<file path="config.mk">
export PLATFORM = sky130hd
export DESIGN_NAME = wk_mul
export DESIGN_NICKNAME = d
export VERILOG_FILES = /design/src/rtl/core/window_kurtosis_defines.svh /design/src/rtl/core/wk_pkg.sv /design/src/rtl/core/wk_mul.sv
export SDC_FILE = /design/constraint.sdc
export NUM_CORES = 1
export LEC_CHECK = 0
export ABC_CLOCK_PERIOD_IN_PS = 6300
export BUFFER_PORTS_ARGS = -buffer_cell sky130_fd_sc_hd__buf_2
export CORE_MARGIN = 2
export CORE_UTILIZATION = 50
export DETAILED_ROUTE_END_ITERATION = 8
export PLACE_DENSITY = 0.75
export SLEW_MARGIN = 10
export SYNTH_ARGS = -nofsm -noshare
export SYNTH_HDL_FRONTEND = slang
export SYNTH_SLANG_ARGS = --single-unit
</file>
<file path="constraint.sdc">
create_clock -name clock -period 6.3 [get_ports clock]
set_input_delay 0.945 -clock clock [delete_from_list [all_inputs] [get_ports clock]]
set_output_delay 0.945 -clock clock [all_outputs]
set_load 0.05 [all_outputs]
</file>
<file path="src/rtl/core/window_kurtosis_defines.svh">
// Assertion macros shared by the window kurtosis RTL.
// Depends on nothing; the asserting file supplies clock and reset by name.
`ifndef WINDOW_KURTOSIS_DEFINES_SVH
`define WINDOW_KURTOSIS_DEFINES_SVH
`ifndef NO_ASSERTIONS
// Consequent must hold in the same cycle as the antecedent.
`define WK_ASSERT_SAME(label, ante, cons) \
   label: assert property (@(posedge clock) disable iff (reset) (ante) |-> (cons)) \
      else $error("window_kurtosis: same-cycle check failed");
// Consequent must hold in the cycle after the antecedent.
`define WK_ASSERT_NEXT(label, ante, cons) \
   label: assert property (@(posedge clock) disable iff (reset) (ante) |=> (cons)) \
      else $error("window_kurtosis: next-cycle check failed");
`else
`define WK_ASSERT_SAME(label, ante, cons)
`define WK_ASSERT_NEXT(label, ante, cons)
`endif
`endif

</file>
<file path="src/rtl/core/wk_pkg.sv">
// Shared types and constants of the window kurtosis block.
// Depends on nothing; used by every module of the block.
package wk_pkg;

   localparam int SAMPLE_W          = 16;
   localparam int VALUE_W           = 27;
   localparam int COUNT_OUT_W       = 11;
   localparam int REQ_DATA_W        = 16;
   localparam int RSP_DATA_W        = 40;
   localparam int DEF_MAX_SAMPLES   = 1024;
   localparam int DEF_FRACTION_BITS = 16;

   // Sequencer states of the window pass.
   typedef enum logic [3:0] {
      ST_LOAD,
      ST_READ,
      ST_CENTER,
      ST_SQUARE,
      ST_FOURTH,
      ST_CHECK,
      ST_NUMER,
      ST_DENOM,
      ST_DIVIDE,
      ST_OUTPUT
   } wk_state_type;

endpackage

</file>
<file path="src/rtl/core/wk_mul.sv">
// Shared shift-add multiplier: one multiplier bit per cycle, stops early.
// Depends on wk_pkg only through the common import convention.
module wk_mul
   import wk_pkg::*;
#(
   parameter int PW = 130,
   parameter int BW = 65
) (
   input  logic          clock,
   input  logic          reset,
   input  logic          start,
   input  logic [PW-1:0] op_a,
   input  logic [BW-1:0] op_b,
   output logic          done,
   output logic [PW-1:0] product
);

   logic          busy_ff, busy_in;
   logic [PW-1:0] acc_ff, acc_in;
   logic [PW-1:0] a_ff, a_in;
   logic [BW-1:0] b_ff, b_in;

   // The product is complete once every set multiplier bit is consumed.
   assign done    = busy_ff && (b_ff == '0);
   assign product = acc_ff;

   always_comb begin
      busy_in = busy_ff;
      acc_in  = acc_ff;
      a_in    = a_ff;
      b_in    = b_ff;
      if (start) begin
         busy_in = 1'b1;
         acc_in  = '0;
         a_in    = op_a;
         b_in    = op_b;
      end else if (busy_ff) begin
         if (b_ff == '0) begin
            busy_in = 1'b0;
         end else begin
            acc_in = b_ff[0] ? acc_ff + a_ff : acc_ff;
            a_in   = a_ff << 1;
            b_in   = b_ff >> 1;
         end
      end
   end

   always_ff @(posedge clock) begin
      if (reset) begin
         busy_ff <= 1'b0;
      end else begin
         busy_ff <= busy_in;
      end
      acc_ff <= acc_in;
      a_ff   <= a_in;
      b_ff   <= b_in;
   end

endmodule

</file>
==> results.json, run 1 <==
{
  "die_y_um": 208.4,
  "syn2layout_area_growth_pct": 15.90,
  "synthCells": 2266,
  "drive_gt1_share_pct": 24.31,
  "fin_crit_ns": 4.466,
  "start_kind": "flip-flop",
  "root_buffer": "clkbuf_16",
  "io_pins": 329,
  "start_util_pct": 50.95,
  "synth_fp_nets": 2594,
  "synth_ff_type": "edfxtp_1",
  "drt_iter0_markers": 1554,
  "path_cells": "ha_1 -> and2_1 -> nand3b_1 -> a2111o_1 -> and2_1 -> o2111ai_1 -> nand3_1 -> o31ai_1 -> a211o_1 -> a32o_1 -> a311oi_1 -> mux2i_1 -> mux2_2",
  "fp-row-count": 74,
  "drt-wirelength-per-cell_um": 20.49,
  "port_buffers": 328,
  "synth_cell_types": 69,
  "num-nets-final": 2847,
  "antenna_found_initial": 2,
  "yosys_warnings": 0,
  "h-tree-depth": 2,
  "post_drt_via_cell_ratio": 6.066,
  "finalWirelength_um": 63190,
  "crit_path_frequent_cell": "and2_1",
  "place_area_um2": 22860,
  "die_w_um": 208.4,
  "setup_violations": 0,
  "drc": 0,
  "hold_violations": 0,
  "slew_headroom_pct": 31.35,
  "timing.final.crit_share_pct": 70.89,
  "cts_tree": "built",
  "required_ns": 6.76,
  "hold_buffers": 0,
  "post-cts-setup-buffers": 0,
  "final_max_slew_viol_count": 0,
  "post_cts_resize_count": 0,
  "cp_top_family": "compound AO/OA/AOI/OAI gates",
  "yosysSeqAreaShare_pct": 40.57,
  "via_count": 18707,
  "clkTransAtPathRegs_ns": 0.06,
  "grtUsageTotal_pct": 28.22,
  "cp.buffers_inverters": 0,
  "tightest_slew_ns": 1.027,
  "finish.utilization_pct": 59.04,
  "synth.avg_cell_area_um2": 9.222,
  "async_reset_ff_share_pct": 0,
  "first_global_vias": 18138,
  "insertion_delay_ns": 0.57,
  "grt_max_degree": 118,
  "clock-sinks": 326,
  "status": "complete, no violations",
  "crit_fanout": 5,
  "ys_ff_latch": 326,
  "die_area_um2": 43440,
  "fin_area_um2": 24220,
  "place_hpwl_um": 47470,
  "drt_first_pass_iters": 6,
  "grt_pass1_wl_um": 98060,
  "slowest_delay_ns": 0.75,
  "power.density_nw_per_um2": 288.8,
  "fp.coreArea_um2": 41020,
  "min_path_type": "reg2reg",
  "cp-end-kind": "flip-flop",
  "netlist_area_um2": 20900,
  "power_uw": 6993,
  "cts_buffers": 39,
  "synth_edf_count": 195,
  "maxCapViolCount": 0,
  "grt-ovfl-total": 0,
  "crit_slowest_cell": "o31ai_1",
  "setup_tns_ns": 0,
  "routabilityCongestion": 0.9616,
  "clockBufferDepth": 3,
  "critPathArrivalTime_ns": 4.93,
  "drt.antenna.violating_nets": 0,
  "ir_worst_vdd_mv": 0.2075,
  "max_freq_mhz": 223.9,
  "crit_type": "reg2reg",
  "rsz0062_at_grt": "no",
  "power.leakage_uw": 0.01011,
  "skew_ns": 0.02327
}
final timing paths:
check	cells after the start	from	slack [ns]	endpoint
setup / recovery	13	a_ff[4]	1.83	product[129]
hold reg to reg	2	product[73]	0.47	product[73]
setup reg to reg	13	a_ff[4]	1.83	product[129]
hold / removal	2	product[73]	0.47	product[73]
power breakdown:
| part | leakage, uW | switching (uW) | total [uW] | internal (uW) |
|---|---|---|---|---|
| Combinational | 0.00642 | 1240 | 1910 | 668 |
| Sequential | 0.00303 | 158 | 2670 | 2510 |
| Clock | 0.000660 | 964 | 2420 | 1450 |
| Total | 0.0101 | 2360 | 6990 | 4630 |
cell families after synthesis:
| group | count (synthesis) | share of synthesized area, % |
|---|---|---|
| compound gates | 643 | 18.24 |
| fa+ha+maj | 130 | 7.820 |
| buf+inv | 173 | 3.137 |
| flops | 326 | 40.57 |
| mux | 197 | 10.60 |
| simple gates | 692 | 15.23 |
| xor+xnor | 105 | 4.401 |
registers in the layout, summed over array words and instances, names as in the netlist:
register  flops
b_ff         65
a_ff        130
product     130
busy_ff       1
cell type report:
| cell class | instances | area [um^2] |
|---|---|---|
| Fill cell | 3596 | 16800 |
| Multi-Input combinational cell | 1767 | 11790 |
| Sequential cell | 326 | 8478 |
| Timing Repair Buffer | 341 | 1762 |
| Clock buffer | 50 | 1067 |
| Tap cell | 532 | 665.6 |
| Clock inverter | 22 | 287.8 |
| Inverter | 44 | 165.2 |
| Antenna cell | 2 | 5.005 |
layer usage:
metal	global-route usage (%)	share of wire (%)
met5	0	0
met1	37.71	43
met3	4.589	7.0
met4	10.77	3.4
met2	45.98	46
cell usage in the layout, fill, tap and decap left out, types with 74 or more instances in the layout:
cell type / netlist / layout
a21oi_1: 285 / 285
buf_2: 5 / 327
dfxtp_1: 131 / 131
edfxtp_1: 195 / 195
ha_1: 129 / 129
mux2_2: 194 / 194
nand2_1: 323 / 321
nand4_1: 74 / 74
nor2_1: 117 / 115
o21ai_0: 138 / 138
synthesized netlist by cell type (10+ instances only):
library cell | count | area share, %
nor4_1 | 28 | 0.84
mux2_2 | 194 | 10
a31oi_1 | 26 | 0.78
clkbuf_1 | 115 | 2.1
o21ai_0 | 138 | 3.3
ha_1 | 129 | 7.7
and3_1 | 10 | 0.30
xnor2_1 | 61 | 2.6
xor2_1 | 44 | 1.8
nand2_1 | 323 | 5.8
a21oi_1 | 285 | 6.8
dfxtp_1 | 131 | 13
nor2_1 | 117 | 2.1
nor3_1 | 37 | 0.89
o211ai_1 | 10 | 0.36
a21o_1 | 57 | 2.0
inv_1 | 43 | 0.77
nand3_1 | 39 | 0.93
edfxtp_1 | 195 | 28
nor2b_1 | 11 | 0.33
nand4_1 | 74 | 2.2
o21bai_1 | 35 | 1.3
o21a_1 | 16 | 0.57
worst register-to-register path, delay by kind of cell (launching register included):
family / cells / cell delay [ns]
muxes: 2 / 0.56
adders and majority gates: 1 / 0.37
AOI/OAI and AO/OA: 6 / 2.27
and+or+nand+nor: 4 / 0.75
DFF: 1 / 0.40
per-stage QoR:
step | cells | hold WS (ns) | setup slack (ns)
4_1_cts | 3082 | 0.4748 | 1.943
6_report | 3084 | 0.4719 | 1.834
5_1_grt | 3084 | 0.4988 | 1.576
3_3_place_gp | 3010 | 0.4561 | 2.050
3_5_place_dp | 3010 | 0.4686 | 1.974
2_1_floorplan | 2266 | 0.4955 | 0.03727
(Power assumes the default switching activity.)
==> inputs of run 2 (changes only) <==
--- a/config.mk
+++ b/config.mk
@@ -5,7 +5,7 @@
 export SDC_FILE = /design/constraint.sdc
 export NUM_CORES = 1
 export LEC_CHECK = 0
-export ABC_CLOCK_PERIOD_IN_PS = 6300
+export ABC_CLOCK_PERIOD_IN_PS = 3790
 export BUFFER_PORTS_ARGS = -buffer_cell sky130_fd_sc_hd__buf_2
 export CORE_MARGIN = 2
 export CORE_UTILIZATION = 50
==> constraint.sdc (replaced) <==
create_clock -name clock -period 3.79 [get_ports clock]
set_input_delay 0.5685 -clock clock [delete_from_list [all_inputs] [get_ports clock]]
set_output_delay 0.5685 -clock clock [all_outputs]
set_load 0.05 [all_outputs]
==> run 2 against run 1 <==
The run now ends with setup timing left. Flip-flop and latch count unchanged. Die area did not move. Wire length rose by 0.74%. Non-clock buffer count increased by 105. Highest routed layer unchanged. Largest cell class unchanged.
==> results.json, run 2 (synthesis results as in run 1) <==
{
  "status": "finished with violations",
  "violations": "setup timing",
  "grtUsageTotal_pct": 28.64,
  "h-tree-depth": 2,
  "critPathArrivalTime_ns": 3.26,
  "drive_gt1_share_pct": 29.27,
  "crit_slowest_cell": "nor4_1",
  "drt.antenna.violating_nets": 0,
  "via_count": 19068,
  "grt_pass1_wl_um": 100700,
  "placed_cells": 3108,
  "power.leakage_uw": 0.01065,
  "grt-ovfl-total": 0,
  "clock-sinks": 326,
  "drt_first_pass_iters": 5,
  "mostFrequentLayoutCells": "buf_2, nand2_1, a21oi_1",
  "min_path_type": "in2reg",
  "pre_cts_ws_ns": -0.1929,
  "whs_endpoint": "busy_ff",
  "crit_fanout": 4,
  "layout_commonest_cell": "buf_2",
  "setup_violations": 1,
  "drc": 0,
  "start_util_pct": 50.95,
  "insertion_delay_ns": 0.57,
  "fin_crit_ns": 3.832,
  "skew_ns": 0.01698,
  "start_kind": "flip-flop",
  "rr_endpoint": "product[128]",
  "first_global_vias": 18791,
  "hold_violations": 0,
  "slew_headroom_pct": 38.12,
  "place_hpwl_um": 48720,
  "slowest_delay_ns": 0.58,
  "antenna_found_initial": 2,
  "routabilityCongestion": 0.9703,
  "crit_type": "reg2out",
  "io_pins": 329,
  "fp.coreArea_um2": 41020,
  "r2r_cells": 11,
  "cp.buffers_inverters": 1,
  "grt_max_degree": 150,
  "rsz0062_at_grt": "yes",
  "hold_path.startpoint": "reset",
  "num-nets-final": 2952,
  "min_path_cells": 2,
  "clockBufferDepth": 3,
  "syn2layout_area_growth_pct": 21.03,
  "cp-end-kind": "output pin",
  "maxCapViolCount": 0,
  "fill_cells": 3478,
  "cts_tree": "built",
  "port_buffers": 328,
  "drt-wirelength-per-cell_um": 19.96,
  "tightest_slew_ns": 0.9248,
  "die_area_um2": 43440,
  "ir_worst_vdd_mv": 0.3495,
  "rrSetupSlack_ns": 0.08,
  "fp-row-count": 74,
  "die_y_um": 208.4,
  "finalWirelength_um": 63660,
  "die_w_um": 208.4,
  "post_drt_via_cell_ratio": 5.979,
  "max_freq_mhz": 260.9,
  "final_cells": 3189,
  "required_ns": 3.22,
  "path_cells": "nor4_1 -> nand4_1 -> nor4_1 -> nand4_1 -> nor2_1 -> buf_2",
  "cp_top_family": "simple AND/OR/NAND/NOR gates",
  "root_buffer": "clkbuf_16",
  "finalWorstSetupSlack_ns": -0.04217,
  "drt_iter0_markers": 1539,
  "power.density_nw_per_um2": 459.9,
  "clkTransAtPathRegs_ns": 0.06,
  "final_max_slew_viol_count": 0,
  "regToRegStartpoint": "a_ff[60]",
  "cts_buffers": 39,
  "timing.final.crit_share_pct": 101.1
}
run 2: cell count changes in the layout (fill, tap and decap cells not counted), moves of 6 or more:
cell and change:
a21oi_1 -8, a21oi_2 +7, dfxtp_2 +11, ha_2 +6
buf_4 +99, dfxtp_1 -16, ha_1 -9
run 2: cell type report:
class                           instances  area [um^2]  area share, %
Multi-Input combinational cell       1767        12050          47.64
Timing Repair Buffer                  446         2616          10.34
Tap cell                              532        665.6          2.632
Clock inverter                         18        207.7         0.8213
Antenna cell                            2        5.005        0.01979
Clock buffer                           54         1072          4.240
Inverter                               44        165.2         0.6530
Sequential cell                       326         8511          33.65
run 2: how the worst max path moves through the flow:
stage	startpoint	slack (ns)	cells after the start	endpoint
after floorplan	product[66]	0.02	12	product[128]
after global placement	a_ff[0]	-0.07	15	product[128]
after detailed placement	a_ff[0]	-0.19	17	product[122]
after CTS	a_ff[0]	0.008	15	product[128]
after global routing	a_ff[0]	-0.08	18	product[100]
final	b_ff[0]	-0.04	6	done
run 2: repair_timing:
action	CTS	global route
gates resized for setup	14	36
cloned	0	0
endpoints found under the setup margin	28	33
hold buffers	0	0
pin swaps	12	20
setup buffers	4	3
run 2: worst register-to-register path, cell delays in order (launching register included):
cell,delay (ns)
edfxtp_1,0.44
ha_4,0.30
and4_4,0.23
nand3_2,0.11
or3_4,0.37
or4_4,0.43
or4b_4,0.58
nand3_4,0.14
a21oi_2,0.07
o31a_1,0.31
o31a_1,0.28
a311o_1,0.35
run 2: per-stage QoR:
| stage | utilization [%] | total power [uW] | setup TNS [ns] | hold WS, ns | area, um^2 |
|---|---|---|---|---|---|
| 2_1_floorplan | - | 6759 | 0 | 0.5454 | 20980 |
| 3_3_place_gp | 57.87 | 7725 | -0.1865 | 0.4514 | 23740 |
| 3_5_place_dp | 57.87 | 7791 | -2.094 | 0.4652 | 23740 |
| 4_1_cts | 61.21 | 11620 | 0 | 0.1890 | 25110 |
| 5_1_grt | 61.66 | 12150 | -0.1645 | 0.2028 | 25290 |
| 6_report | 61.66 | 11630 | -0.04217 | 0.2092 | 25290 |
run 2: where the power goes:
group	switching [uW]	internal [uW]
Sequential	270	4170
Combinational	2110	1280
Clock	1590	2210
run 2: per-layer routing:
metal  routed length [um]  global-route usage (%)  up-vias
met5                    0                       0        -
met4                 2149                   10.22        0
li1                     -                       -     9127
met3                 4078                   4.211      119
met1                27370                   37.71     9086
met2                30060                   48.01      736
