--- src/rtl/core/window_kurtosis_defines.svh ---
// Assertion macros shared by the window kurtosis RTL.
// Depends on nothing; the asserting file supplies clock and reset by name.
`ifndef WINDOW_KURTOSIS_DEFINES_SVH
`define WINDOW_KURTOSIS_DEFINES_SVH
`ifndef NO_ASSERTIONS
// Consequent must hold in the same cycle as the antecedent.
`define WK_ASSERT_SAME(label, ante, cons) \
   label: assert property (@(posedge clock) disable iff (reset) (ante) |-> (cons)) \
      else $error("window_kurtosis: same-cycle check failed");
// Consequent must hold in the cycle after the antecedent.
`define WK_ASSERT_NEXT(label, ante, cons) \
   label: assert property (@(posedge clock) disable iff (reset) (ante) |=> (cons)) \
      else $error("window_kurtosis: next-cycle check failed");
`else
`define WK_ASSERT_SAME(label, ante, cons)
`define WK_ASSERT_NEXT(label, ante, cons)
`endif
`endif

--- src/rtl/core/wk_pkg.sv ---
// Shared types and constants of the window kurtosis block.
// Depends on nothing; used by every module of the block.
package wk_pkg;

   localparam int SAMPLE_W          = 16;
   localparam int VALUE_W           = 27;
   localparam int COUNT_OUT_W       = 11;
   localparam int REQ_DATA_W        = 16;
   localparam int RSP_DATA_W        = 40;
   localparam int DEF_MAX_SAMPLES   = 1024;
   localparam int DEF_FRACTION_BITS = 16;

   // Sequencer states of the window pass.
   typedef enum logic [3:0] {
      ST_LOAD,
      ST_READ,
      ST_CENTER,
      ST_SQUARE,
      ST_FOURTH,
      ST_CHECK,
      ST_NUMER,
      ST_DENOM,
      ST_DIVIDE,
      ST_OUTPUT
   } wk_state_type;

endpackage

--- src/rtl/core/wk_div.sv ---
// Restoring divider: one quotient bit per cycle, most significant first.
// Depends on wk_pkg only through the common import convention.
module wk_div
   import wk_pkg::*;
#(
   parameter int NW   = 146,
   parameter int DENW = 130,
   parameter int QW   = 27
) (
   input  logic            clock,
   input  logic            reset,
   input  logic            start,
   input  logic [NW-1:0]   numer,
   input  logic [DENW-1:0] denom,
   output logic            done,
   output logic [QW-1:0]   quotient
);

   localparam int XW   = (NW > DENW + QW - 1) ? NW : DENW + QW - 1;
   localparam int CNTW = $clog2(QW + 1);

   logic            busy_ff, busy_in;
   logic [CNTW-1:0] cnt_ff, cnt_in;
   logic [XW-1:0]   rem_ff, rem_in;
   logic [XW-1:0]   dsh_ff, dsh_in;
   logic [QW-1:0]   q_ff, q_in;
   logic            ge;

   assign done     = busy_ff && (cnt_ff == '0);
   assign quotient = q_ff;
   assign ge       = rem_ff >= dsh_ff;

   // Compare and subtract the shifted divisor, then move it one bit down.
   always_comb begin
      busy_in = busy_ff;
      cnt_in  = cnt_ff;
      rem_in  = rem_ff;
      dsh_in  = dsh_ff;
      q_in    = q_ff;
      if (start) begin
         busy_in = 1'b1;
         cnt_in  = CNTW'(QW);
         rem_in  = XW'(numer);
         dsh_in  = XW'(denom) << (QW - 1);
         q_in    = '0;
      end else if (busy_ff) begin
         if (cnt_ff == '0) begin
            busy_in = 1'b0;
         end else begin
            rem_in = ge ? rem_ff - dsh_ff : rem_ff;
            q_in   = {q_ff[QW-2:0], ge};
            dsh_in = dsh_ff >> 1;
            cnt_in = cnt_ff - 1'b1;
         end
      end
   end

   always_ff @(posedge clock) begin
      if (reset) begin
         busy_ff <= 1'b0;
         cnt_ff  <= '0;
      end else begin
         busy_ff <= busy_in;
         cnt_ff  <= cnt_in;
      end
      rem_ff <= rem_in;
      dsh_ff <= dsh_in;
      q_ff   <= q_in;
   end

endmodule

--- config.mk ---
export PLATFORM = sky130hd
export DESIGN_NAME = wk_div
export DESIGN_NICKNAME = d
export VERILOG_FILES = /design/src/rtl/core/window_kurtosis_defines.svh /design/src/rtl/core/wk_pkg.sv /design/src/rtl/core/wk_div.sv
export SDC_FILE = /design/constraint.sdc
export NUM_CORES = 1
export LEC_CHECK = 0
export BUFFER_PORTS_ARGS = -buffer_cell sky130_fd_sc_hd__buf_2
export CELL_PAD_IN_SITES_DETAIL_PLACEMENT = 1
export CELL_PAD_IN_SITES_GLOBAL_PLACEMENT = 2
export CORE_MARGIN = 2
export CORE_UTILIZATION = 39
export CTS_BUF_LIST = sky130_fd_sc_hd__clkbuf_4 sky130_fd_sc_hd__clkbuf_8 sky130_fd_sc_hd__clkbuf_16
export CTS_CLUSTER_DIAMETER = 50
export DETAILED_ROUTE_END_ITERATION = 10
export PLACE_DENSITY = 0.91
export SLEW_MARGIN = 25
export SYNTH_ARGS = -nofsm -noshare
export SYNTH_HDL_FRONTEND = slang
export SYNTH_SLANG_ARGS = --single-unit
--- constraint.sdc ---
create_clock -name clock -period 15.35 [get_ports clock]
set_input_delay 2.3025 -clock clock [delete_from_list [all_inputs] [get_ports clock]]
set_output_delay 2.3025 -clock clock [all_outputs]
set_load 0.005 [all_outputs]
==> metrics list, run 1 <==
- Worst-case headroom to the max-slew limit: 35.5%
- Dividing the detail-routed wire length by the instance count gives 22.2 um.
- Vertical extent of the die: 261 um
- Global-route wire length before repair: 145000 um
- The area growth from synthesis to layout is 14.0%.
- STA classifies the critical path endpoint as a flip-flop.
- Number of enable-type register cells in the synthesized netlist: 276
* Post-detailed-routing wire length: 93400 um
- I/O pin cnt: 307
- Vias: 24200
* CP Launch Type: flip-flop
- The initial antenna violation count came to 1.
- The count of nets left with antenna violations once routing finished came out at 0.
- At the placement stage, the worst setup path has a slack of 9.80 ns.
* Number of storage elements in the synthesis netlist: 345
- STA puts the critical path data arrival time at 5.68 ns.
- In this run, CTS created clock tree buffers numbering 53.
- Worst vdd rail ir drop: 94.0 uV
* Worst min-delay path class: reg2reg
- The floorplan has 94 rows.
* Buffers on Ports: 306
* CP Max Fanout: 83
* Die boundary width: 261 um
- The run finished with clean final reports.
* CTS hold repair buffers: 0
* Maximum level of the CTS H-tree: 2
- Setup slack of the critical path after layout: 9.89 ns
- Buffers inserted during post-CTS setup optimization: 0
- Counting every net in the synthesized netlist gives 3574.
* Count of warnings emitted by yosys: 0
- Number of buffers between clock root and the deepest sink: 3
- For this run the aggregate overflow at the end of global routing stands at 0.
- The tree built by TritonCTS fans out to 345 sinks.
* Cell depth of the worst flop-to-flop path: 12
- Share of the yosys chip area belonging to registers: 37.7%
- For this block, the initial DRC count from the detailed router was 1642.
- In the finished design, the share of the clock period the worst path needs comes to 35.6%.
- After synthesis, the mean cell area works out to 8.18 sq um.
- TritonCTS clock tree: done
- The placed instances occupy a cell area of 0.0274 sq mm.
- Async set-or-reset flop fraction in the synthesized netlist: 0%
* Fraction of final layout cells with drive strength greater than 1: 13.6%
- The number of antenna diodes in the final layout is 0.
* Effective utilization at floorplan: 39.2%
- At the end of routability-driven placement, the weighted congestion stood at 0.933.
* Via count of the first global-routing pass: 25300
* DR DRC count: 0
- For this design the ratio of total power to cell area is 138 mW/mm^2.
* Final setup skew: 0.0327 ns
- The die covers 0.0679 sq mm.
* Post-synthesis instance area: 0.0257 sq mm
- Setup tns final: 0 ns
* Via density: 5.74
- Utilization after layout: 44.7%
* Net count reported at finish: 3741
- Total power: 4.03 mW
- Total of cells resized after clock tree synthesis: 0
- Pin count of the biggest net entering global routing: 136
* Number of instances in the synthesized netlist: 3137
- Number of iterations in the first detailed-routing pass: 5
- After clock tree synthesis, the clock-pin slew on the worst setup and hold paths is 0.06 ns.
- Worst reg2reg startpoint: rem_ff[48]$_DFFE_PP_
- GRT Total Usage: 27.0%
- Across the whole layout, storage elements account for 0.00967 sq mm.
* Crit Path Class: reg2reg
* Placeable core region: 0.0655 sq mm
- Tightest Pin Transition: 0.968 ns
- The most critical setup path has its endpoint at rem_ff[132]$_DFFE_PP_.
- Setup slack of the most critical reg-to-reg path: 9.89 ns
- The critical path starts at rem_ff[48]$_DFFE_PP_.
- Fill cell total of the finished layout: 7965
- At the later pin of the worst-skew pair, clock insertion delay measures 0.61 ns.
- Setup violations remaining at the end of the flow were counted as 0.
- After legalization and detailed placement, the total HPWL measured 72100 um.
- STA puts the critical path data required time at 15.56 ns.
- Summing all multi-input logic gate instances after layout gives 0.0141 sq mm.
- Max-cap violations in this run came to 0.
- Setup repair after global routing left no endpoint under its margin.
- The synthesized netlist contains 90 unique library cells.
- Final critical path time including I/O delays and setup: 5.46 ns
- The tree is rooted in a clkbuf_16.
- Count of final hold-check violations: 0
- Top achievable clock speed: 0.183 GHz
- Number of max-slew violations in the final report: 0
* Finished layout cell area: 0.0293 sq mm
- Predominant post-synthesis flop cell: edfxtp_1
- Reg-to-Reg End: rem_ff[132]$_DFFE_PP_
- The analysis attributes to cell leakage a power of 11.7 nW.
==> kinds of logic (layout without fill, tap and decap cells) <==
kind of cell / count (synthesis) / count (layout) / synth area share, %
AO/OA/AOI/OAI: 1032 / 1032 / 24.7
AND/OR/NAND/NOR: 1019 / 1019 / 17.7
buffers and inverters: 443 / 654 / 7.41
flip-flops: 345 / 345 / 37.7
adder cells (fa/ha/maj): 158 / 158 / 7.73
XOR/XNOR: 136 / 136 / 4.64
multiplexers: 4 / 4 / 0.161
==> sequential cells by signal (all words and copies together), names as in the netlist <==
| name | flops |
|---|---|
| busy_ff | 1 |
| rem_ff | 156 |
| quotient | 27 |
| dsh_ff | 156 |
| cnt_ff | 5 |
==> per-layer routing <==
| layer | vias up | share of wire, % | global-route usage [%] |
|---|---|---|---|
| met3 | 125 | 4.4 | 3.40 |
| met2 | 536 | 49 | 47.4 |
| met4 | 2 | 2.2 | 6.44 |
| met1 | 11900 | 44 | 35.1 |
| met5 | - | 0.014 | 0 |
| li1 | 11600 | - | - |
==> cell type report <==
cell class	count	area share, %
well taps	864	3.70
repair buffers	321	5.69
clock inverters	31	0.984
inverters	234	3.02
multi-input cells	2349	48.3
flip-flops and latches	345	33.1
clock buffers	68	5.28
==> report_power, final <==
group          internal [mW]  switching [mW]  total (mW)
logic                  0.533            1.06        1.59
clock network          0.757           0.493        1.25
registers               1.16          0.0353        1.19
total                   2.45            1.59        4.03
==> worst min-delay path by stage <==
| stage | startpoint | endpoint | slack [ns] | cells past startpoint |
|---|---|---|---|---|
| 4_1_cts | quotient[22]$_SDFFE_PP0P_ | quotient[23]$_SDFFE_PP0P_ | 0.47 | 2 |
| 5_1_grt | dsh_ff[7]$_SDFFE_PP0P_ | dsh_ff[6]$_SDFFE_PP0P_ | 0.48 | 2 |
| 6_report | rem_ff[152]$_SDFFE_PP0P_ | rem_ff[152]$_SDFFE_PP0P_ | 0.46 | 2 |
| 3_3_place_gp | quotient[26]$_SDFFE_PP0P_ | quotient[26]$_SDFFE_PP0P_ | 0.45 | 2 |
| 2_1_floorplan | rem_ff[155]$_SDFFE_PP0P_ | rem_ff[155]$_SDFFE_PP0P_ | 0.44 | 2 |
| 3_5_place_dp | rem_ff[152]$_SDFFE_PP0P_ | rem_ff[152]$_SDFFE_PP0P_ | 0.45 | 2 |
==> cell usage after synthesis (64+ instances only) <==
cell type	instances	area (sq um)
a21oi_1	333	1670
clkbuf_1	149	559
nand2_1	574	2150
edfxtp_1	276	8290
nor2_1	152	571
o31ai_1	143	1070
nand4_1	106	663
inv_1	234	878
ha_1	157	1960
xnor2_1	83	727
o21ai_0	266	1330
o21bai_1	64	480
dfxtp_1	69	1380
==> worst max-delay path, cell delays in order, from the launching register on <==
cell,delay (ns)
edfxtp_1,0.39
ha_1,0.47
nand4_1,0.27
or4b_1,0.55
or4_4,0.47
nor3_1,0.30
a31oi_1,0.12
o21ai_1,0.15
o21ai_1,0.10
a21o_1,0.40
and2_1,0.35
inv_6,0.58
buf_4,0.87
==> cells in the final DEF (no fill, tap or decap), types with 46 or more instances in the layout <==
cell       netlist  layout
buf_2           22     305
nor3_1          46      46
clkbuf_16        0      58
a21oi_1        333     333
ha_1           157     157
o31ai_1        143     143
inv_1          234     232
o21ai_0        266     266
nor2_1         152     152
o21bai_1        64      64
xor2_1          53      53
nand4_1        106     106
nand2_1        574     573
dfxtp_1         69      69
edfxtp_1       276     276
xnor2_1         83      83
==> stage by stage <==
stage                     hold slack, ns  cells
after detailed placement           0.454   4113
after global routing               0.483   4212
final                              0.464   4212
after global placement             0.445   4113
after CTS                          0.466   4212
after floorplan                    0.436   3137
(Power assumes the default switching activity.)
==> run 2, diff against run 1 <==
Settings changed: CORE_UTILIZATION 39 to 36, PLACE_DENSITY 0.91 to 0.85.
Clock period 15.35 ns to 5.1 ns, I/O delays scaled along.
==> run 2 against run 1 <==
  * Sequential power grew to 3.0 times the previous value
  * Cell area is 0.50% higher
  * Critical endpoint is now rem_ff[120]$_DFFE_PP_
  * The flow now finishes with violations (max-slew violations)
  * Clock-buffer cell count is 3 lower
  * Non-clock buffer count is 5 higher
==> metrics list, run 2 (synthesis gave the netlist of run 1 again) <==
- The pin count of the biggest net entering global routing is 212 (+56%).
- The depth of the CTS H-tree was 2 (unchanged).
* Via count of the first global-routing pass: 25300 (+0.063%)
- Total overflow reported by the global router: 0 (unchanged)
- I/O pin cnt: 307 (unchanged)
- The critical path data arrival time was 5.04 ns (-0.64 ns).
- The clock insertion delay at the later pin of the skew report came to 0.62 ns (about the same).
- Setup repair after global routing missed its margin: no
- The max-slew violation count was 41 (+41).
- The total DRC errors in the routed layout is 0 (unchanged).
* Endpoint class of the critical path: flip-flop
- The final hold slack came to 0.410 ns (-0.0539 ns).
- CP Launch Type: flip-flop
- Crit Path Class: reg2reg
- Failing checks: max-slew violations
* Fraction of final layout cells with drive strength greater than 1: 13.7% (+0.031 points)
- The die outline width was 271 um (+4.0%).
* First DRT Iteration DRCs: 1599 (-2.6%)
* Post-detailed-routing wire length: 93300 um (-0.14%)
- The TritonCTS buffer count was 55 (+3.8%).
- Number of iterations in the first detailed-routing pass: 5 (unchanged)
* P_leak: 11.8 nW (+0.17%)
- The number of maximum-capacitance constraint violations came to 0 (unchanged).
* Required time of the critical path: 5.33 ns (-10.23 ns)
- In this run the worst hold path is classified as in2reg.
* Final setup skew: 0.0374 ns (+0.00474 ns)
- Worst vdd rail ir drop: 244 uV (+160%)
- Finish-stage setup viols: 0 (unchanged)
* GRT Total Usage: 24.8% (-2.2 points)
- CTS clk-pin slew, worst paths: 0.06 ns (about the same)
- The total placed cells including tap cells came to 4194 (+2.0%).
* Vias: 24200 (-0.029%)
- Row count: 97 (+3.2%)
- The number of hold-slack violations in the final timing report came to 0 (unchanged).
* Antenna-violating nets left: 0 (unchanged)
- Number of buffers between clock root and the deepest sink: 3 (unchanged)
* CP Max Fanout: 85 (+2.4%)
- Pre-CTS setup slack: 0.270 ns (-9.53 ns)
- The global-route wire length before repair was 146000 um (+0.53%).
- The area of the die was 0.0734 sq mm (+8.2%).
- The transition time of the tightest slew-check pin was 1.56 ns (+0.591 ns).
- TritonCTS built the clock tree.
* Weighted congestion at the end of routability-driven global placement: 0.910 (-2.4%)
- Clock sinks: 345 (unchanged)
* Setup tns final: 0 ns (unchanged)
- The flow ran to the end, but the final reports show violations.
- The final critical path time including I/O delays and setup is 4.82 ns (-0.646 ns).
* Buffers on Ports: 306 (unchanged)
* Cell Count, Final, Fillers Out: 4296 (+2.0%)
- The number of buffers inserted for hold repair after clock tree synthesis was 0 (unchanged).
* Placeable core region: 0.0703 sq mm (+7.3%)
- The floorplan die height came to 271 um (+4.0%).
- The power density normalized to cell area is 411 mW/mm^2 (+200%).
- Effective utilization at floorplan: 36.5% (-2.7 points)
* Final period util: 94.4% (+59 points)
- Average detailed-routed wire length per instance: 21.7 um (-2.1%)
- CTS Root Buffer Type: clkbuf_16
- The area growth from synthesis to layout is 14.6%.
- Leaving out fill and tap cells, the most frequent cells in the layout are nand2_1, a21oi_1, buf_2.
- The fmax is 0.208 GHz (+13%).
* Most frequent standard cell in the layout excluding fill and tap cells: nand2_1
- Worst-case headroom to the max-slew limit: -3.94% (-39 points)
* Buffers inserted during post-CTS setup optimization: 0 (unchanged)
- Fill cell total of the finished layout: 8444 (+6.0%)
* HPWL after detailed placement: 72300 um (+0.37%)
- The post-route worst setup slack came to 0.283 ns (-9.60 ns).
- The layout net count came to 3748 (+0.19%).
* Total of cells resized after clock tree synthesis: 0 (unchanged)
* Via density: 5.63 (-2.0%)
- The initial antenna violation count came to 0 (-1).
## run 2: cell types whose count changed in the layout (fill, tap and decap cells not counted), moves of 2 or more
| cell | change |
|---|---|
| clkbuf_16 | -2 |
| clkinv_2 | -3 |
| clkinv_1 | +4 |
| buf_12 | +5 |
| inv_6 | -2 |
| buf_4 | +3 |
| buf_6 | -3 |
| clkinv_4 | +3 |
## run 2: report_power, final
| group | internal (mW) | switching [mW] | leakage, nW |
|---|---|---|---|
| registers | 3.48 | 0.105 | 3.36 |
| clock network | 2.21 | 1.51 | 0.883 |
| logic | 1.62 | 3.16 | 7.52 |
## run 2: metrics by stage
step | power [mW] | cell area, sq um | util (%)
CTS | 12.1 | 29400 | 41.8
detailed placement | 8.36 | 27600 | 39.3
global placement | 8.26 | 27600 | 39.3
floorplan | 6.96 | 25700 | -
finish | 12.1 | 29400 | 41.8
global route | 12.8 | 29400 | 41.8
## run 2: per-layer routing
metal	global-route usage, %	vias to the layer above	share of wire, %
met5	0	-	0
met4	7.79	0	3.0
met3	2.97	142	4.3
met2	42.7	557	48
met1	32.4	11800	44
li1	-	11600	-
## run 2: path summary, 6_finish.rpt
check / to / depth (start not counted) / slack (ns) / startpoint
worst min-delay path: cnt_ff[4]$_SDFFE_PP0P_ / 2 / 0.41 / reset
worst min register to register: quotient[13]$_SDFFE_PP0P_ / 2 / 0.47 / quotient[12]$_SDFFE_PP0P_
worst max register to register: rem_ff[120]$_DFFE_PP_ / 12 / 0.28 / rem_ff[121]$_DFFE_PP_
worst max-delay path: rem_ff[120]$_DFFE_PP_ / 12 / 0.28 / rem_ff[121]$_DFFE_PP_
## run 2: worst max-delay path, cell delays in order (launching register included)
cell and delay [ns]:
edfxtp_1 0.41, ha_1 0.50, nand2_1 0.15, or4_1 0.74
nor3_1 0.40, nor3b_1 0.46, a31oi_1 0.14, o21ai_1 0.17
o21ai_1 0.11, a21o_1 0.38, and2_1 0.34, clkinvlp_4 0.14
buf_12 0.41
## run 2: layout make-up
cell class,instances,area [sq um],share of cell area [%]
well taps,940,1180,4.00
repair buffers,326,1750,5.97
flip-flops and latches,345,9670,32.9
clock inverters,36,320,1.09
inverters,234,882,3.00
clock buffers,65,1480,5.04
diodes,1,2.50,0.00851
multi-input cells,2349,14100,48.0
==> run 3, diff against run 2 <==
Settings changed: RECOVER_POWER from default to 50.
==> run 3 against run 2 <==
  * First-iteration DRC count is 3.2% lower
  * Cell count stayed put
  * Wire length grew 0.19%
  * The flow finishes with violations (max-capacitance violations, max-slew violations)
  * Cell area decreased by 0.33%
  * Largest power group unchanged
  * Non-clock buffer count did not move
  * Power is essentially flat
==> metrics list, run 3 (synthesis gave the netlist of run 1 again) <==
- The flow ran to the end, but the final reports show violations.
* Failing checks: max-capacitance violations, max-slew violations
- Vertical extent of the die: 271 um (unchanged)
- CTS hold repair buffers: 0 (unchanged)
* Layout area overhead: 14.2%
- The largest fanout on the critical path is 85 (unchanged).
- The average wire per cell in the routed design is 21.7 um (+0.19%).
- The slowest stage of the critical path is the or4_1 cell.
* Most frequent cells in the layout: nand2_1, a21oi_1, buf_2
- The pin count of the biggest net entering global routing was 212 (unchanged).
* Final setup skew: 0.0376 ns (+0.000141 ns)
- Vias: 24200 (+0.14%)
- Global-route wire length before repair: 146000 um (unchanged)
* Post-DP Area: 0.0276 sq mm (unchanged)
- The routability congestion estimate was 0.910 (unchanged).
- Number of antenna violations at the first check in global routing: 0 (unchanged)
* HPWL after detailed placement: 72300 um (unchanged)
- The via density per instance is 5.64 (+0.14%).
- Endpoint class of the critical path: flip-flop
- I/O pin cnt: 307 (unchanged)
* Maximum level of the CTS H-tree: 2 (unchanged)
- The power density normalized to cell area was 413 mW/mm^2 (+0.33%).
* Tightest Pin Transition: 3.57 ns (+2.01 ns)
* Via count of the first global-routing pass: 25300 (unchanged)
- DR DRC count: 0 (unchanged)
- The TritonCTS buffer count is 55 (unchanged).
* Maxcap violations: 6 (+6)
* Count of final hold-check violations: 0 (unchanged)
- The post-route worst setup slack came to 0.297 ns (+0.0136 ns).
* Top achievable clock speed: 0.208 GHz (+0.28%)
* Worst-case headroom to the max-slew limit: -138% (-130 points)
- The worst path buffer plus inverter count was 2 (unchanged).
- The length of the first detailed-routing pass in iterations came to 5 (unchanged).
- The total number of clock tree sinks is 345 (unchanged).
- The layout net count is 3748 (unchanged).
* Number of max-slew violations in the final report: 553 (+1200%)
* Area of the die: 0.0734 sq mm (unchanged)
- Total of cells resized after clock tree synthesis: 0 (unchanged)
- Worst min-delay path class: in2reg
- The critical path data arrival time is 5.03 ns (about the same).
- Effective utilization at floorplan: 36.5% (unchanged)
- TritonCTS built the clock tree.
- Worst vdd rail ir drop: 243 uV (-0.12%)
- Die boundary width: 271 um (unchanged)
* CTS clk-pin slew, worst paths: 0.06 ns (about the same)
- Most frequent standard cell in the layout excluding fill and tap cells: nand2_1
- The leakage component of the power came to 11.6 nW (-1.1%).
- Series of cell instances along the critical path: ha_1 > nand2_1 > or4_1 > nor3_1 > nor3b_1 > a31oi_1 > o21ai_1 > o21ai_1 > a21o_1 > and2_1 > clkinvlp_4 > buf_12
* Buffers on Ports: 306 (unchanged)
- Top Family by Delay on Critical Path: simple AND/OR/NAND/NOR gates
- Total overflow reported by the global router: 0 (unchanged)
- The core footprint is 0.0703 sq mm (unchanged).
* Buffers inserted during post-CTS setup optimization: 0 (unchanged)
- The final period utilization came to 94.2% (-0.27 points).
- Number of buffers between clock root and the deepest sink: 3 (unchanged)
* Slowest stage delay, CP: 0.74 ns (about the same)
- Pre-CTS setup slack: 0.270 ns (unchanged)
- Most prevalent standard cell on the critical path: o21ai_1
- The final design instance area without fill was 0.0293 sq mm (-0.33%).
- The clock insertion delay at the later pin of the skew report is 0.62 ns (about the same).
- The fraction of layout instances using a drive strength above 1 was 12.8% (-0.86 points).
- CP Launch Type: flip-flop
- The first-iteration detailed-routing DRC count is 1548 (-3.2%).
- Crit Path Class: reg2reg
- The number of rows created at floorplan is 97 (unchanged).
- Post-detailed-routing wire length: 93400 um (+0.19%)
- Setup repair after global routing missed its margin: no
* Antenna-violating nets left: 0 (unchanged)
- Final critical path time including I/O delays and setup: 4.80 ns (-0.0136 ns)
- The number of setup violations in the final report was 0 (unchanged).
- Clock tree synthesis selected as its root buffer the cell clkbuf_16.
- The overall track demand over capacity in global routing came to 24.8% (unchanged).
- Required time of the critical path: 5.32 ns (about the same)
- Setup tns final: 0 ns (unchanged)
[run 3: cell types whose count changed in the layout (fill, tap and decap cells not counted)]
cell and delta:
o21ai_4 -1, nand2_1 +1, inv_1 +1, buf_2 -21
buf_4 -6, clkbuf_2 +3, o21ai_2 -1, inv_2 -1
nand2_4 -1, o21ai_0 +2, clkbuf_4 +1, clkbuf_1 +25
buf_12 -2
[run 3: metrics by stage]
stage                     power [mW]  util (%)  cells  hold WS [ns]
final                           12.1      41.7   4296         0.411
after global routing            12.8      41.7   4295         0.409
after CTS                       12.1      41.8   4295         0.368
after detailed placement        8.36      39.3   4194         0.456
after global placement          8.26      39.3   4194         0.447
after floorplan                 6.96         -   3137         0.436
[run 3: power breakdown]
group          total (mW)  internal [mW]  leakage, nW  switching (mW)
clock                3.72           2.21        0.883            1.51
combinational        4.78           1.62         7.40            3.16
sequential           3.59           3.48         3.36           0.104
total                12.1           7.31         11.6            4.78
[run 3: path summary, 6_finish.rpt]
kind         cells after the start                    from                      to  slack, ns
max                             12   rem_ff[121]$_DFFE_PP_   rem_ff[120]$_DFFE_PP_       0.30
min                              2                   reset  cnt_ff[4]$_SDFFE_PP0P_       0.41
max reg2reg                     12   rem_ff[121]$_DFFE_PP_   rem_ff[120]$_DFFE_PP_       0.30
min reg2reg                      2  dsh_ff[6]$_SDFFE_PP0P_  dsh_ff[5]$_SDFFE_PP0P_       0.47
[run 3: area by class of cell]
| type | instances | area (sq um) |
|---|---|---|
| timing repair buffer | 326 | 1680 |
| sequential | 345 | 9670 |
| inverter | 234 | 882 |
| antenna | 1 | 2.50 |
| clock inverter | 36 | 320 |
| tap | 940 | 1180 |
| fill | 8465 | 41000 |
| clock buffer | 65 | 1480 |
| multi-input combinational | 2349 | 14100 |
[run 3: routing by layer]
| layer | GRT usage, % | wire [um] |
|---|---|---|
| met1 | 32.4 | 41700 |
| met2 | 42.7 | 45000 |
| met3 | 2.97 | 3830 |
| met4 | 7.79 | 2840 |
| met5 | 0 | 0 |
[run 3: worst register-to-register path: stages (launching register included)]
cell        delay (ns)
edfxtp_1          0.41
ha_1              0.50
nand2_1           0.15
or4_1             0.74
nor3_1            0.40
nor3b_1           0.46
a31oi_1           0.14
o21ai_1           0.17
o21ai_1           0.11
a21o_1            0.38
and2_1            0.34
clkinvlp_4        0.14
buf_12            0.41
